[src/design/cst_pkg.sv]
`timescale 1ns / 1ps
`default_nettype none
// ----------------------------------------------------------------------------
// cst_pkg: shared definitions for the character stream tokenizer
// Token kind codes, run modes, character constants and the token record.
// ----------------------------------------------------------------------------
package cst_pkg;

  // Width of the internal column and line counters.
  localparam int POS_BITS = 16;
  localparam logic [POS_BITS-1:0] POS_MAX = {POS_BITS{1'b1}};

  // Width of a position field in a token.
  localparam int FIELD_BITS = 16;

  typedef logic [POS_BITS-1:0] pos_t;

  // Token kinds.
  localparam logic [3:0] K_NUM    = 4'd0;
  localparam logic [3:0] K_PLUS   = 4'd1;
  localparam logic [3:0] K_MINUS  = 4'd2;
  localparam logic [3:0] K_STAR   = 4'd3;
  localparam logic [3:0] K_SLASH  = 4'd4;
  localparam logic [3:0] K_LPAREN = 4'd5;
  localparam logic [3:0] K_RPAREN = 4'd6;
  localparam logic [3:0] K_EOL    = 4'd7;
  localparam logic [3:0] K_UNEXP  = 4'd8;
  localparam logic [3:0] K_EQUAL  = 4'd9;
  localparam logic [3:0] K_IDENT  = 4'd10;
  localparam logic [3:0] K_EOF    = 4'd11;

  // Pending run modes.
  localparam logic [1:0] MODE_IDLE  = 2'd0;
  localparam logic [1:0] MODE_IDENT = 2'd1;
  localparam logic [1:0] MODE_NUM   = 2'd2;

  // Input item kinds.
  localparam logic FUNC_CHAR = 1'b0;
  localparam logic FUNC_EOT  = 1'b1;

  // Characters with a meaning of their own.
  localparam logic [7:0] CH_LPAREN  = 8'h28;
  localparam logic [7:0] CH_RPAREN  = 8'h29;
  localparam logic [7:0] CH_PLUS    = 8'h2B;
  localparam logic [7:0] CH_MINUS   = 8'h2D;
  localparam logic [7:0] CH_STAR    = 8'h2A;
  localparam logic [7:0] CH_SLASH   = 8'h2F;
  localparam logic [7:0] CH_EQUAL   = 8'h3D;
  localparam logic [7:0] CH_NEWLINE = 8'h0A;
  localparam logic [7:0] CH_SPACE   = 8'h20;

  typedef struct packed {
    logic                  last;
    logic [7:0]            token_char;
    logic [FIELD_BITS-1:0] line_num;
    logic [FIELD_BITS-1:0] end_col;
    logic [FIELD_BITS-1:0] start_col;
    logic [3:0]            token_kind;
  } token_t;

  // Saturating increment of a position counter.
  function automatic pos_t sat_inc(input pos_t v);
    sat_inc = (v == POS_MAX) ? v : v + pos_t'(1);
  endfunction

  // Kind of a single-character token; anything unlisted is unexpected.
  function automatic logic [3:0] punct_kind(input logic [7:0] c);
    unique case (c)
      CH_LPAREN: punct_kind = K_LPAREN;
      CH_RPAREN: punct_kind = K_RPAREN;
      CH_PLUS:   punct_kind = K_PLUS;
      CH_MINUS:  punct_kind = K_MINUS;
      CH_STAR:   punct_kind = K_STAR;
      CH_SLASH:  punct_kind = K_SLASH;
      CH_EQUAL:  punct_kind = K_EQUAL;
      CH_NEWLINE: punct_kind = K_EOL;
      default:   punct_kind = K_UNEXP;
    endcase
  endfunction

endpackage
`default_nettype wire

[src/design/char_stream_tokenizer.sv]
`timescale 1ns / 1ps
`default_nettype none
// ----------------------------------------------------------------------------
// char_stream_tokenizer: streaming lexical scanner
// Turns a byte stream into identifier, number and one-character tokens.
// ----------------------------------------------------------------------------
// The block takes one text byte per transfer on the slave side (tuser low) or
// an end-of-text marker (tuser high), and sends tokens on the master side.
// Letter runs become identifiers, digit runs numbers; ( ) + - * / = and newline
// give one-character tokens, a space is skipped and any other byte gives an
// unexpected token. A run is sent when the first byte that does not continue
// it arrives, so one input transfer can cause zero, one or two tokens; tlast
// marks the last token of an input. End of text sends any pending run, then
// an eof token, and returns all scanner state to reset. The scanner state is updated
// in the cycle an input is accepted, and the tokens go into a four-entry
// result queue. An input is accepted in every cycle while the queue holds two
// or fewer tokens; the queue drains one token per cycle while m_tready is high, so
// inputs that cause two tokens are held back, and all others flow at one per cycle.
// ----------------------------------------------------------------------------
module char_stream_tokenizer (
  input  wire logic        clk,
  input  wire logic        rst,
  // Slave side: text bytes.
  input  wire logic        s_tvalid,
  output logic             s_tready,
  input  wire logic [7:0]  s_tdata,   // [7:0] char_code
  input  wire logic        s_tuser,   // [0] func
  // Master side: tokens.
  output logic             m_tvalid,
  input  wire logic        m_tready,
  output logic [63:0]      m_tdata,   // [3:0] token_kind, [19:4] start_col,
                                      // [35:20] end_col, [51:36] line_num,
                                      // [59:52] token_char, [63:60] zero
  output logic             m_tlast    // last_of_run
);

  // Scanner state.
  logic [1:0]     run_mode;
  cst_pkg::pos_t  run_start_col;
  cst_pkg::pos_t  column_count;
  cst_pkg::pos_t  line_count;

  logic [1:0]     run_mode_next;
  cst_pkg::pos_t  run_start_col_next;
  cst_pkg::pos_t  column_count_next;
  cst_pkg::pos_t  line_count_next;

  // Result queue.
  cst_pkg::token_t fifo_mem [4];
  logic [1:0]      wr_ptr;
  logic [1:0]      rd_ptr;
  logic [2:0]      count;

  logic            accept;
  logic            pop;
  logic [1:0]      push_n;

  // Classification of the incoming byte.
  logic            is_letter;
  logic            is_digit;
  logic            is_eot;
  logic            run_pending;
  logic            continues;
  logic            has_run;
  logic            has_new;
  cst_pkg::pos_t   col_inc;
  cst_pkg::token_t run_tok;
  cst_pkg::token_t new_tok;
  cst_pkg::token_t wr_tok0;
  cst_pkg::token_t wr_tok1;

  assign accept = s_tvalid && s_tready;
  assign pop    = m_tvalid && m_tready;

  // Room for the largest burst of two tokens must exist before accepting.
  assign s_tready = (count <= 3'd2);
  assign m_tvalid = (count != 3'd0);

  always_comb begin
    is_letter   = ((s_tdata >= 8'h41) && (s_tdata <= 8'h5A)) ||
                  ((s_tdata >= 8'h61) && (s_tdata <= 8'h7A));
    is_digit    = (s_tdata >= 8'h30) && (s_tdata <= 8'h39);
    is_eot      = (s_tuser == cst_pkg::FUNC_EOT);
    run_pending = (run_mode == cst_pkg::MODE_IDENT) || (run_mode == cst_pkg::MODE_NUM);
    continues   = !is_eot &&
                  (((run_mode == cst_pkg::MODE_IDENT) && is_letter) ||
                   ((run_mode == cst_pkg::MODE_NUM) && is_digit));
    has_run     = run_pending && !continues;
    col_inc     = cst_pkg::sat_inc(column_count);

    // The pending run closes at the current column.
    run_tok.token_kind = (run_mode == cst_pkg::MODE_IDENT) ? cst_pkg::K_IDENT
                                                           : cst_pkg::K_NUM;
    run_tok.start_col  = cst_pkg::FIELD_BITS'(run_start_col);
    run_tok.end_col    = cst_pkg::FIELD_BITS'(column_count);
    run_tok.line_num   = cst_pkg::FIELD_BITS'(line_count);
    run_tok.token_char = 8'd0;
    run_tok.last       = 1'b0;

    // Token of the new byte itself, or the eof token.
    new_tok.start_col  = cst_pkg::FIELD_BITS'(column_count);
    new_tok.line_num   = cst_pkg::FIELD_BITS'(line_count);
    new_tok.last       = 1'b1;
    if (is_eot) begin
      new_tok.token_kind = cst_pkg::K_EOF;
      new_tok.end_col    = cst_pkg::FIELD_BITS'(column_count);
      new_tok.token_char = 8'd0;
    end else begin
      new_tok.token_kind = cst_pkg::punct_kind(s_tdata);
      new_tok.end_col    = cst_pkg::FIELD_BITS'(col_inc);
      new_tok.token_char = s_tdata;
    end

    run_mode_next      = run_mode;
    run_start_col_next = run_start_col;
    column_count_next  = column_count;
    line_count_next    = line_count;
    has_new            = 1'b0;

    priority if (is_eot) begin
      has_new            = 1'b1;
      run_mode_next      = cst_pkg::MODE_IDLE;
      run_start_col_next = '0;
      column_count_next  = '0;
      line_count_next    = '0;
    end else if (continues) begin
      column_count_next = col_inc;
    end else if (s_tdata == cst_pkg::CH_SPACE) begin
      run_mode_next     = cst_pkg::MODE_IDLE;
      column_count_next = col_inc;
    end else if (is_letter || is_digit) begin
      run_mode_next      = is_letter ? cst_pkg::MODE_IDENT : cst_pkg::MODE_NUM;
      run_start_col_next = column_count;
      column_count_next  = col_inc;
    end else if (s_tdata == cst_pkg::CH_NEWLINE) begin
      has_new           = 1'b1;
      run_mode_next     = cst_pkg::MODE_IDLE;
      column_count_next = '0;
      line_count_next   = cst_pkg::sat_inc(line_count);
    end else begin
      has_new           = 1'b1;
      run_mode_next     = cst_pkg::MODE_IDLE;
      column_count_next = col_inc;
    end

    // A closed run goes first; the new token follows it.
    wr_tok0      = has_run ? run_tok : new_tok;
    wr_tok0.last = !(has_run && has_new);
    wr_tok1      = new_tok;
    push_n       = accept ? ({1'b0, has_run} + {1'b0, has_new}) : 2'd0;
  end

  always_ff @(posedge clk) begin
    if (rst) begin
      run_mode      <= cst_pkg::MODE_IDLE;
      run_start_col <= '0;
      column_count  <= '0;
      line_count    <= '0;
    end else if (accept) begin
      run_mode      <= run_mode_next;
      run_start_col <= run_start_col_next;
      column_count  <= column_count_next;
      line_count    <= line_count_next;
    end
  end

  // Queue storage carries payload only.
  always_ff @(posedge clk) begin
    if (push_n != 2'd0) begin
      fifo_mem[wr_ptr] <= wr_tok0;
    end
    if (push_n == 2'd2) begin
      fifo_mem[wr_ptr + 2'd1] <= wr_tok1;
    end
  end

  always_ff @(posedge clk) begin
    if (rst) begin
      wr_ptr <= '0;
      rd_ptr <= '0;
      count  <= '0;
    end else begin
      wr_ptr <= wr_ptr + push_n;
      rd_ptr <= rd_ptr + {1'b0, pop};
      count  <= count + {1'b0, push_n} - {2'b00, pop};
    end
  end

  always_comb begin
    m_tdata = {4'd0,
               fifo_mem[rd_ptr].token_char,
               fifo_mem[rd_ptr].line_num,
               fifo_mem[rd_ptr].end_col,
               fifo_mem[rd_ptr].start_col,
               fifo_mem[rd_ptr].token_kind};
    m_tlast = fifo_mem[rd_ptr].last;
  end

  // The queue never holds more than its four entries.
  a_count_bound: assert property (@(posedge clk) disable iff (rst)
    count <= 3'd4)
    else $error("result queue overflow");

  // The pointers stay the fill level apart.
  a_ptr_gap: assert property (@(posedge clk) disable iff (rst)
    (wr_ptr - rd_ptr) == count[1:0])
    else $error("queue pointers disagree with fill level");

  // End of text leaves the scanner in its reset state.
  a_eot_clears: assert property (@(posedge clk) disable iff (rst)
    (accept && is_eot) |=> (run_mode == cst_pkg::MODE_IDLE) &&
                           (column_count == '0) && (line_count == '0))
    else $error("scanner state not cleared after end of text");

  // A newline always returns the column to zero.
  a_newline_col: assert property (@(posedge clk) disable iff (rst)
    (accept && !is_eot && (s_tdata == cst_pkg::CH_NEWLINE)) |=> (column_count == '0))
    else $error("column not reset after newline");

endmodule
`default_nettype wire

[config.mk]
export PLATFORM = sky130hd
export DESIGN_NAME = char_stream_tokenizer
export DESIGN_NICKNAME = d
export VERILOG_FILES = /design/src/design/cst_pkg.sv /design/src/design/char_stream_tokenizer.sv
export SDC_FILE = /design/constraint.sdc
export NUM_CORES = 1
export LEC_CHECK = 0
export BUFFER_PORTS_ARGS = -buffer_cell sky130_fd_sc_hd__clkbuf_2
export CAP_MARGIN = 20
export CELL_PAD_IN_SITES_DETAIL_PLACEMENT = 2
export CELL_PAD_IN_SITES_GLOBAL_PLACEMENT = 2
export CORE_MARGIN = 2
export CORE_UTILIZATION = 43
export DETAILED_ROUTE_END_ITERATION = 8
export PLACE_DENSITY_LB_ADDON = 0.12
export REMOVE_ABC_BUFFERS = 1
export SLEW_MARGIN = 25
export SYNTH_ARGS = -nofsm -noshare
export SYNTH_HDL_FRONTEND = slang
export SYNTH_SLANG_ARGS = --single-unit
[constraint.sdc]
create_clock -name clk -period 6.9 [get_ports clk]
set_input_delay 0.69 -clock clk [delete_from_list [all_inputs] [get_ports clk]]
set_output_delay 0.69 -clock clk [all_outputs]
set_load 0.1 [all_outputs]
==> metrics.csv, run 1 <==
stage,metric,value,unit
global_routing,gr ovfl total,0,
clocking,cts hold-fix bufs,0,
timing,skew final,0.0177,ns
logic_synthesis,register area share after synthesis,58.4,%
logic_synthesis,Mapped Avg Cell Area,12.9,um^2
die,Rows,67,
global_routing,vias in the first global route,11109,
die,DIE WIDTH,187,um
die,io pins,80,
die,Die Y,187,um
finish,"Cell Count, Final, Fillers Out",1635,
timing,Max-slew headroom,27.5,%
setup_path,Startpoint Class,input port,
pwr,combinational share of power,36.7,%
setup_path,CP Capture Type,flop,
logic_synthesis,adder-cell share of the synthesized area,1.01,%
pwr,clock share of power,28.6,%
die,Core Area,33300,um^2
clocking,CTS buffer count,36,
routing,total length of routed wires,42400,um
logic_synthesis,top_reg_cell synth,edfxtp_1,
global_routing,largest net degree at the start of global routing,80,
timing,final hold violation count,0,
timing,Max Clk Rate,201,MHz
routing,First-pass DRT Iterations,4,
finish,register area,8440,um^2
clocking,root buffer cell,clkbuf_16,
clocking,Clock Latency Late Sink,0.54,ns
timing,Sum Neg Setup Slack,0,ns
logic_synthesis,synthesized area,14400,um^2
logic_synthesis,post-synthesis compound-gate area fraction,14.2,%
placed_design,GPL Wtd Cong,0.760,
clocking,H-tree level count,2,
timing,RSZ-0062 raised after global routing,no,
logic_synthesis,Synth Instances,1121,
placed_design,IO Port Bufs,75,
pwr,Leak,5.81,nW
clocking,cts repair resizes,0,
routing,Routed Antenna Nets,0,
logic_synthesis,synth unique cells,69,
clocking,CTS tree,done,
finish,# fillers,3204,
placed_design,DP Cell Count,1567,
logic_synthesis,largest family of logic cells by synthesized area,compound AO/OA/AOI/OAI gates,
placed_design,Post-DP HPWL,24900,um
pwr,Int Pwr,3.72,mW
logic_synthesis,Post-Synth Simple-Gate Area,11.4,%
routing,# DRC,0,
pwr,Peak VDD IR,0.384,mV
finish,final net count,1183,
timing,post-route clock period utilization,72.2,%
logic_synthesis,mux cell area share after synthesis,9.95,%
finish,"most common cell after layout, fill and taps aside",edfxtp_1,
routing,DR iter-0 viols,598,
clocking,CTS max path bufs,3,
finish,footprint of the multi-input gates,5520,um^2
setup_path,CP arrival,5.37,ns
job,Max Cap Violations,0,
pwr,Net Switching,2.81,mW
logic_synthesis,asr flop ratio synth,0,%
clocking,Clock Pin Slew Worst Setup and Hold Paths,0.06,ns
timing,final setup violation count,0,
worst_hold_path,worst hold path class,reg2reg,
die,Initial Utilization,43.4,%
timing,final count of pins violating max slew,0,
routing,total number of vias,9830,
timing,Slew @ Worst Pin,1.08,ns
logic_synthesis,Synth Register Bits,301,
pwr,switch share,43.0,%
die,die area,35000,um^2
clocking,post-CTS setup buffer count,0,
logic_synthesis,Post-synth EDFFs,240,
setup_path,Crit Path Class,in2reg,
finish,"commonest cells after routing, fill and taps aside","edfxtp_1, nor2_1, a22o_1",
run_status,status,finished clean,
global_routing,global-route usage over all layers,25.0,%
finish,"Design Area, Final",16300,um^2
timing,minimum clock period,4.98,ns
finish,layout cell share with drive strength beyond 1,20.3,%
global_routing,global-route wire length before repair,67300,um
logic_synthesis,Synth Area in XOR/XNOR,1.27,%
routing,WL/cell,25.9,um
placed_design,placed cell area,15100,um^2
finish,Area Overhead vs Synth,12.8,%
finish,number of antenna diodes,0,
pwr,Flop pwr share,34.6,%
routing,vias per inst,6.01,
setup_path,Max Fanout on Critical Path,51,
setup_path,Critical Path RT,7.29,ns
global_routing,initial antenna violation count,0,
clocking,TritonCTS sink count,301,
logic_synthesis,Synth Warn #,0,
pwr,PD cells,401,nW/um^2
pwr,Design Power,6.52,mW
==> cell usage after synthesis (all sizes together) (3+ instances only) <==
cell type    n  area share (%)
mux4        61             9.5
a31oi        3            0.13
a21oi       56             2.0
nand4        9            0.39
xnor2       14            0.85
nor2b        6            0.26
nor4         8            0.55
buf         39             1.8
a311oi       5            0.30
mux2i        5            0.35
or2          3            0.13
nand2       67             1.7
nand2b       3            0.13
a22o        84             5.2
a211oi       4            0.21
o21ai       63             2.3
xor2         7            0.42
or3          9            0.39
nor3        16            0.79
o211ai       3            0.16
edfxtp     240              50
nand3       17            0.59
o21a         8            0.42
o31ai        6            0.41
ha          10            0.87
a21o        36             1.9
inv         16            0.42
dfxtp       61             8.5
o22a         4            0.24
and3         9            0.39
nor2        94             2.4
clkbuf      58             1.5
and2        69             3.0
==> routing by layer <==
layer / up-vias / global-route usage (%) / routed length [um]
met1: 5228 / 32.8 / 18600
li1: 4338 / - / -
met4: 0 / 7.36 / 1140
met5: - / 0 / 0
met2: 188 / 43.6 / 21300
met3: 76 / 3.19 / 1400
==> stage by stage <==
step	utilization (%)	setup slack, ns	hold WS [ns]
after floorplan	-	-2.90	0.442
after detailed placement	45.3	1.35	0.474
after global routing	48.9	1.55	0.511
after global placement	45.3	1.65	0.456
after CTS	48.8	1.79	0.480
final	48.9	1.92	0.481
==> area by class of cell <==
cell class / count / area share, %
multi-input cells: 710 / 33.9
clock buffers: 49 / 6.15
repair buffers: 94 / 3.38
clock inverters: 17 / 0.892
well taps: 448 / 3.44
flip-flops and latches: 301 / 51.8
inverters: 16 / 0.369
==> state kept, by name (all words and copies together), names as in the netlist <==
name	flops
line_count	16
run_start_col	16
count	3
fifo_mem	244
column_count	16
wr_ptr	2
run_mode	2
rd_ptr	2
==> power groups by stage <==
stage | combinational [mW] | clock (mW) | sequential [mW]
2_1_floorplan | 1.93 | 0 | 2.30
3_3_place_gp | 2.35 | 0 | 2.31
3_5_place_dp | 2.38 | 0 | 2.32
4_1_cts | 2.39 | 1.91 | 2.28
5_1_grt | 2.48 | 1.98 | 2.28
6_report | 2.39 | 1.87 | 2.26
==> critical path: stages <==
cell and delay [ns]:
clkbuf_2 0.33, inv_1 0.51, nand2_1 0.30, o31ai_4 0.27
buf_4 0.34, inv_1 0.10, ha_1 0.41, o211ai_1 0.27
clkbuf_4 0.27, nor2_4 0.72, buf_4 0.72, o31ai_1 0.18
a21oi_1 0.16
==> worst paths after layout <==
kind | start | end | slack (ns) | depth (start not counted)
max | s_tuser | fifo_mem[2][20] | 1.92 | 13
min reg2reg | fifo_mem[0][60] | fifo_mem[0][60] | 0.48 | 1
max reg2reg | run_mode[1] | fifo_mem[2][20] | 2.40 | 13
min | fifo_mem[0][60] | fifo_mem[0][60] | 0.48 | 1
==> cell families after synthesis <==
family	Yosys count
AND/OR/NAND/NOR	320
flip-flops	301
AO/OA/AOI/OAI	287
buffers and inverters	113
multiplexers	67
XOR/XNOR	21
adder cells (fa/ha/maj)	11
other	1
(Power assumes the default switching activity.)
==> run 2: changes to the inputs <==
--- a/config.mk
+++ b/config.mk
@@ -5,12 +5,13 @@
 export SDC_FILE = /design/constraint.sdc
 export NUM_CORES = 1
 export LEC_CHECK = 0
+export ABC_AREA = 1
 export BUFFER_PORTS_ARGS = -buffer_cell sky130_fd_sc_hd__clkbuf_2
 export CAP_MARGIN = 20
 export CELL_PAD_IN_SITES_DETAIL_PLACEMENT = 2
 export CELL_PAD_IN_SITES_GLOBAL_PLACEMENT = 2
 export CORE_MARGIN = 2
-export CORE_UTILIZATION = 43
+export CORE_UTILIZATION = 38
 export DETAILED_ROUTE_END_ITERATION = 8
 export PLACE_DENSITY_LB_ADDON = 0.12
 export REMOVE_ABC_BUFFERS = 1
==> constraint.sdc (replaced) <==
create_clock -name clk -period 4.7 [get_ports clk]
set_input_delay 0.47 -clock clk [delete_from_list [all_inputs] [get_ports clk]]
set_output_delay 0.47 -clock clk [all_outputs]
set_load 0.1 [all_outputs]
==> run 2 against run 1 <==
Compared with the run above:
- global-route usage is 2.4 points higher
- total power up 88%
- clock skew rose by 0.0045 ns
- area after synthesis increased by 6.8%
- largest power group unchanged
==> metrics.csv, run 2 <==
stage,metric,value,unit,change
logic_synthesis,top_reg_cell synth,edfxtp_1,,
setup_path,cells along the critical path,"clkinv_2, buf_4, buf_4, o21ai_0, o22ai_1, clkbuf_2",,
placed_design,GPL Wtd Cong,0.819,,+7.8%
finish,max reg flops,244,,unchanged
logic_synthesis,Synth Register Bits,301,,unchanged
logic_synthesis,Synth Warn #,0,,unchanged
timing,Slew @ Worst Pin,1.02,ns,-0.0632 ns
pwr,Design Power,12.3,mW,+88%
clocking,root buffer cell,clkbuf_16,,
logic_synthesis,"count leader, synth",nor2_1,,
setup_path,crit-path max cell delay,0.69,ns,-0.03 ns
global_routing,gr ovfl total,0,,unchanged
clocking,Clock Pin Slew Worst Setup and Hold Paths,0.06,ns,about the same
routing,total number of vias,13687,,+39%
routing,met2 wire len,29100,um,+36%
logic_synthesis,register area share after synthesis,54.7,%,-3.7 points
routing,Routed Antenna Nets,0,,unchanged
pwr,PD cells,700,nW/um^2,+75%
global_routing,initial antenna violation count,0,,unchanged
clocking,CTS buffer count,37,,+2.8%
finish,# fillers,4469,,+39%
timing,Max Clk Rate,253,MHz,
setup_path,CP Capture Type,primary output,,
timing,RSZ-0062 raised after global routing,no,,
pwr,Peak VDD IR,0.739,mV,+92%
setup_path,Max Fanout on Critical Path,65,,+27%
clocking,cts repair resizes,0,,unchanged
clocking,post-CTS setup buffer count,0,,unchanged
timing,skew final,0.0221,ns,+0.00446 ns
setup_path,Critical Path RT,4.23,ns,-3.06 ns
routing,top layer in use,met4,,
die,io pins,80,,unchanged
logic_synthesis,synthesized area,15400,um^2,+6.8%
finish,layout cell share with drive strength beyond 1,11.1,%,-9.2 points
logic_synthesis,Synth Instances,1812,,+62%
finish,Area Overhead vs Synth,13.6,%,
setup_path,worst r2r dst,fifo_mem[3][25],,
job,Max Cap Violations,0,,unchanged
finish,number of antenna diodes,0,,unchanged
die,Rows,73,,+9.0%
die,DIE WIDTH,205,um,+9.7%
setup_path,Reg-to-Reg Start,run_mode[1],,
finish,"commonest cells after routing, fill and taps aside","nor2_1, nand2_1, edfxtp_1",,
logic_synthesis,Mapped Avg Cell Area,8.51,um^2,-34%
setup_path,critical path buffer and inverter count,4,,-2
routing,Routed met3 length,1930,um,+39%
clocking,Clock Latency Late Sink,0.56,ns,+0.02 ns
finish,final net count,1883,,+59%
logic_synthesis,asr flop ratio synth,0,%,unchanged
worst_hold_path,Hold Crit Start,s_tdata[5],,
die,Die Y,205,um,+9.7%
routing,DR iter-0 viols,689,,+15%
routing,vias per inst,5.67,,-5.6%
setup_path,slowest CP cell,buf_4,,
die,Initial Utilization,38.6,%,-4.7 points
clocking,H-tree level count,2,,unchanged
timing,setup slack after layout,0.741,ns,-1.18 ns
setup_path,reg2reg path depth,15,,+2
logic_synthesis,Commonest cells post-synth,"nor2_1, nand2_1, edfxtp_1",,
finish,"most common cell after layout, fill and taps aside",nor2_1,,
finish,Top reg by flops,fifo_mem,,
setup_path,Startpoint Class,flop,,
clocking,cts hold-fix bufs,0,,unchanged
worst_hold_path,WHS Endpoint,fifo_mem[2][57],,
logic_synthesis,synth top area cells,"edfxtp_1, nor2_1, dfxtp_1",,
setup_path,FF-to-FF setup slack,1.26,ns,-1.14 ns
routing,WL met1,23800,um,+28%
setup_path,Top delay family on crit path,buffers and inverters,,
global_routing,largest net degree at the start of global routing,83,,+3.8%
placed_design,Post-DP HPWL,34500,um,+39%
timing,Sum Neg Setup Slack,0,ns,unchanged
logic_synthesis,top cell type's share of synthesized area,46.7,%,-3.2 points
timing,final hold violation count,0,,unchanged
timing,Max-slew headroom,32.0,%,+4.5 points
pwr,Leak,6.07,nW,+4.5%
timing,final count of pins violating max slew,0,,unchanged
routing,# DRC,0,,unchanged
run_status,status,finished clean,,
worst_hold_path,WHS Path Cells,3,,+2
global_routing,vias in the first global route,15182,,+37%
routing,total length of routed wires,56000,um,+32%
logic_synthesis,Post-synth EDFFs,240,,unchanged
logic_synthesis,synth unique cells,40,,-42%
die,die area,42200,um^2,+20%
clocking,CTS tree,done,,
timing,minimum clock period,3.96,ns,
setup_path,Worst path depth,6,,-7
global_routing,global-route wire length before repair,88000,um,+31%
global_routing,global-route usage over all layers,27.4,%,+2.4 points
logic_synthesis,"area leader, netlist",edfxtp_1,,
worst_hold_path,worst hold path class,in2reg,,
clocking,CTS max path bufs,3,,unchanged
die,Core Area,39900,um^2,+20%
setup_path,CP arrival,3.49,ns,-1.88 ns
routing,WL/cell,23.2,um,-10%
placed_design,IO Port Bufs,75,,unchanged
placed_design,post-place setup slack,0.743,ns,-0.608 ns
setup_path,Crit path top cell by count,buf_4,,
timing,post-route clock period utilization,84.2,%,
clocking,TritonCTS sink count,301,,unchanged
timing,final setup violation count,0,,unchanged
setup_path,Crit Path Class,reg2out,,
routing,First-pass DRT Iterations,4,,unchanged
## run 2: changes by cell type after synthesis, sizes merged, moves of 60 or more
cell and change:
o21ai +194, mux4 -61, inv +81, nand3 +195
nor2 +262, a22o -84, o22ai +60, nand2 +232
and2 -69
## run 2: worst min-delay path, delay by kind of cell
| family | cells | cell delay (ns) |
|---|---|---|
| buf+inv | 1 | 0.11 |
| simple gates | 2 | 0.25 |
## run 2: worst max path at each step
| stage | from | endpoint | slack [ns] |
|---|---|---|---|
| 5_1_grt | rd_ptr[0] | m_tdata[52] | 0.60 |
| 3_3_place_gp | s_tuser | fifo_mem[3][26] | 0.90 |
| 2_1_floorplan | s_tuser | fifo_mem[3][0] | -1.03 |
| 4_1_cts | rd_ptr[0] | m_tdata[52] | 0.68 |
| 6_report | rd_ptr[0] | m_tdata[52] | 0.74 |
| 3_5_place_dp | s_tdata[7] | fifo_mem[3][10] | 0.74 |
## run 2: through the flow
stage | hold slack, ns | util (%) | cells | area, um^2
2_1_floorplan | 0.435 | - | 1709 | 15000
3_3_place_gp | 0.446 | 40.8 | 2345 | 16300
3_5_place_dp | 0.463 | 40.8 | 2345 | 16300
4_1_cts | 0.363 | 43.9 | 2412 | 17500
5_1_grt | 0.416 | 43.9 | 2412 | 17500
6_report | 0.395 | 43.9 | 2412 | 17500
## run 2: cells by family after synthesis
family | Yosys count | share of synthesized area [%]
xor gates and xnor gates | 15 | 0.852
adders and majority gates | 11 | 0.941
other | 1 | 0.0243
AOI/OAI and AO/OA | 363 | 12.5
buffers and inverters | 211 | 5.59
DFF | 301 | 54.7
and+or+nand+nor | 910 | 25.4
## run 2: area by class of cell
| class | count | area [um^2] | share of cell area [%] |
|---|---|---|---|
| timing repair buffer | 111 | 658 | 3.76 |
| sequential | 301 | 8430 | 48.1 |
| tap | 525 | 657 | 3.75 |
| multi-input combinational | 1303 | 6140 | 35.1 |
| clock buffer | 44 | 982 | 5.61 |
| inverter | 105 | 395 | 2.26 |
| clock inverter | 23 | 251 | 1.44 |
## run 2: layer usage
layer / track usage, % / vias up
met5: 0 / -
met4: 7.94 / 0
met3: 3.52 / 81
met2: 50.4 / 233
met1: 33.5 / 7040
li1: - / 6333
## run 2: where the power goes
part | internal (mW) | leakage (nW) | switching, mW
Combinational | 0.821 | 3.03 | 4.80
Clock | 1.77 | 0.608 | 1.17
Sequential | 3.48 | 2.44 | 0.223
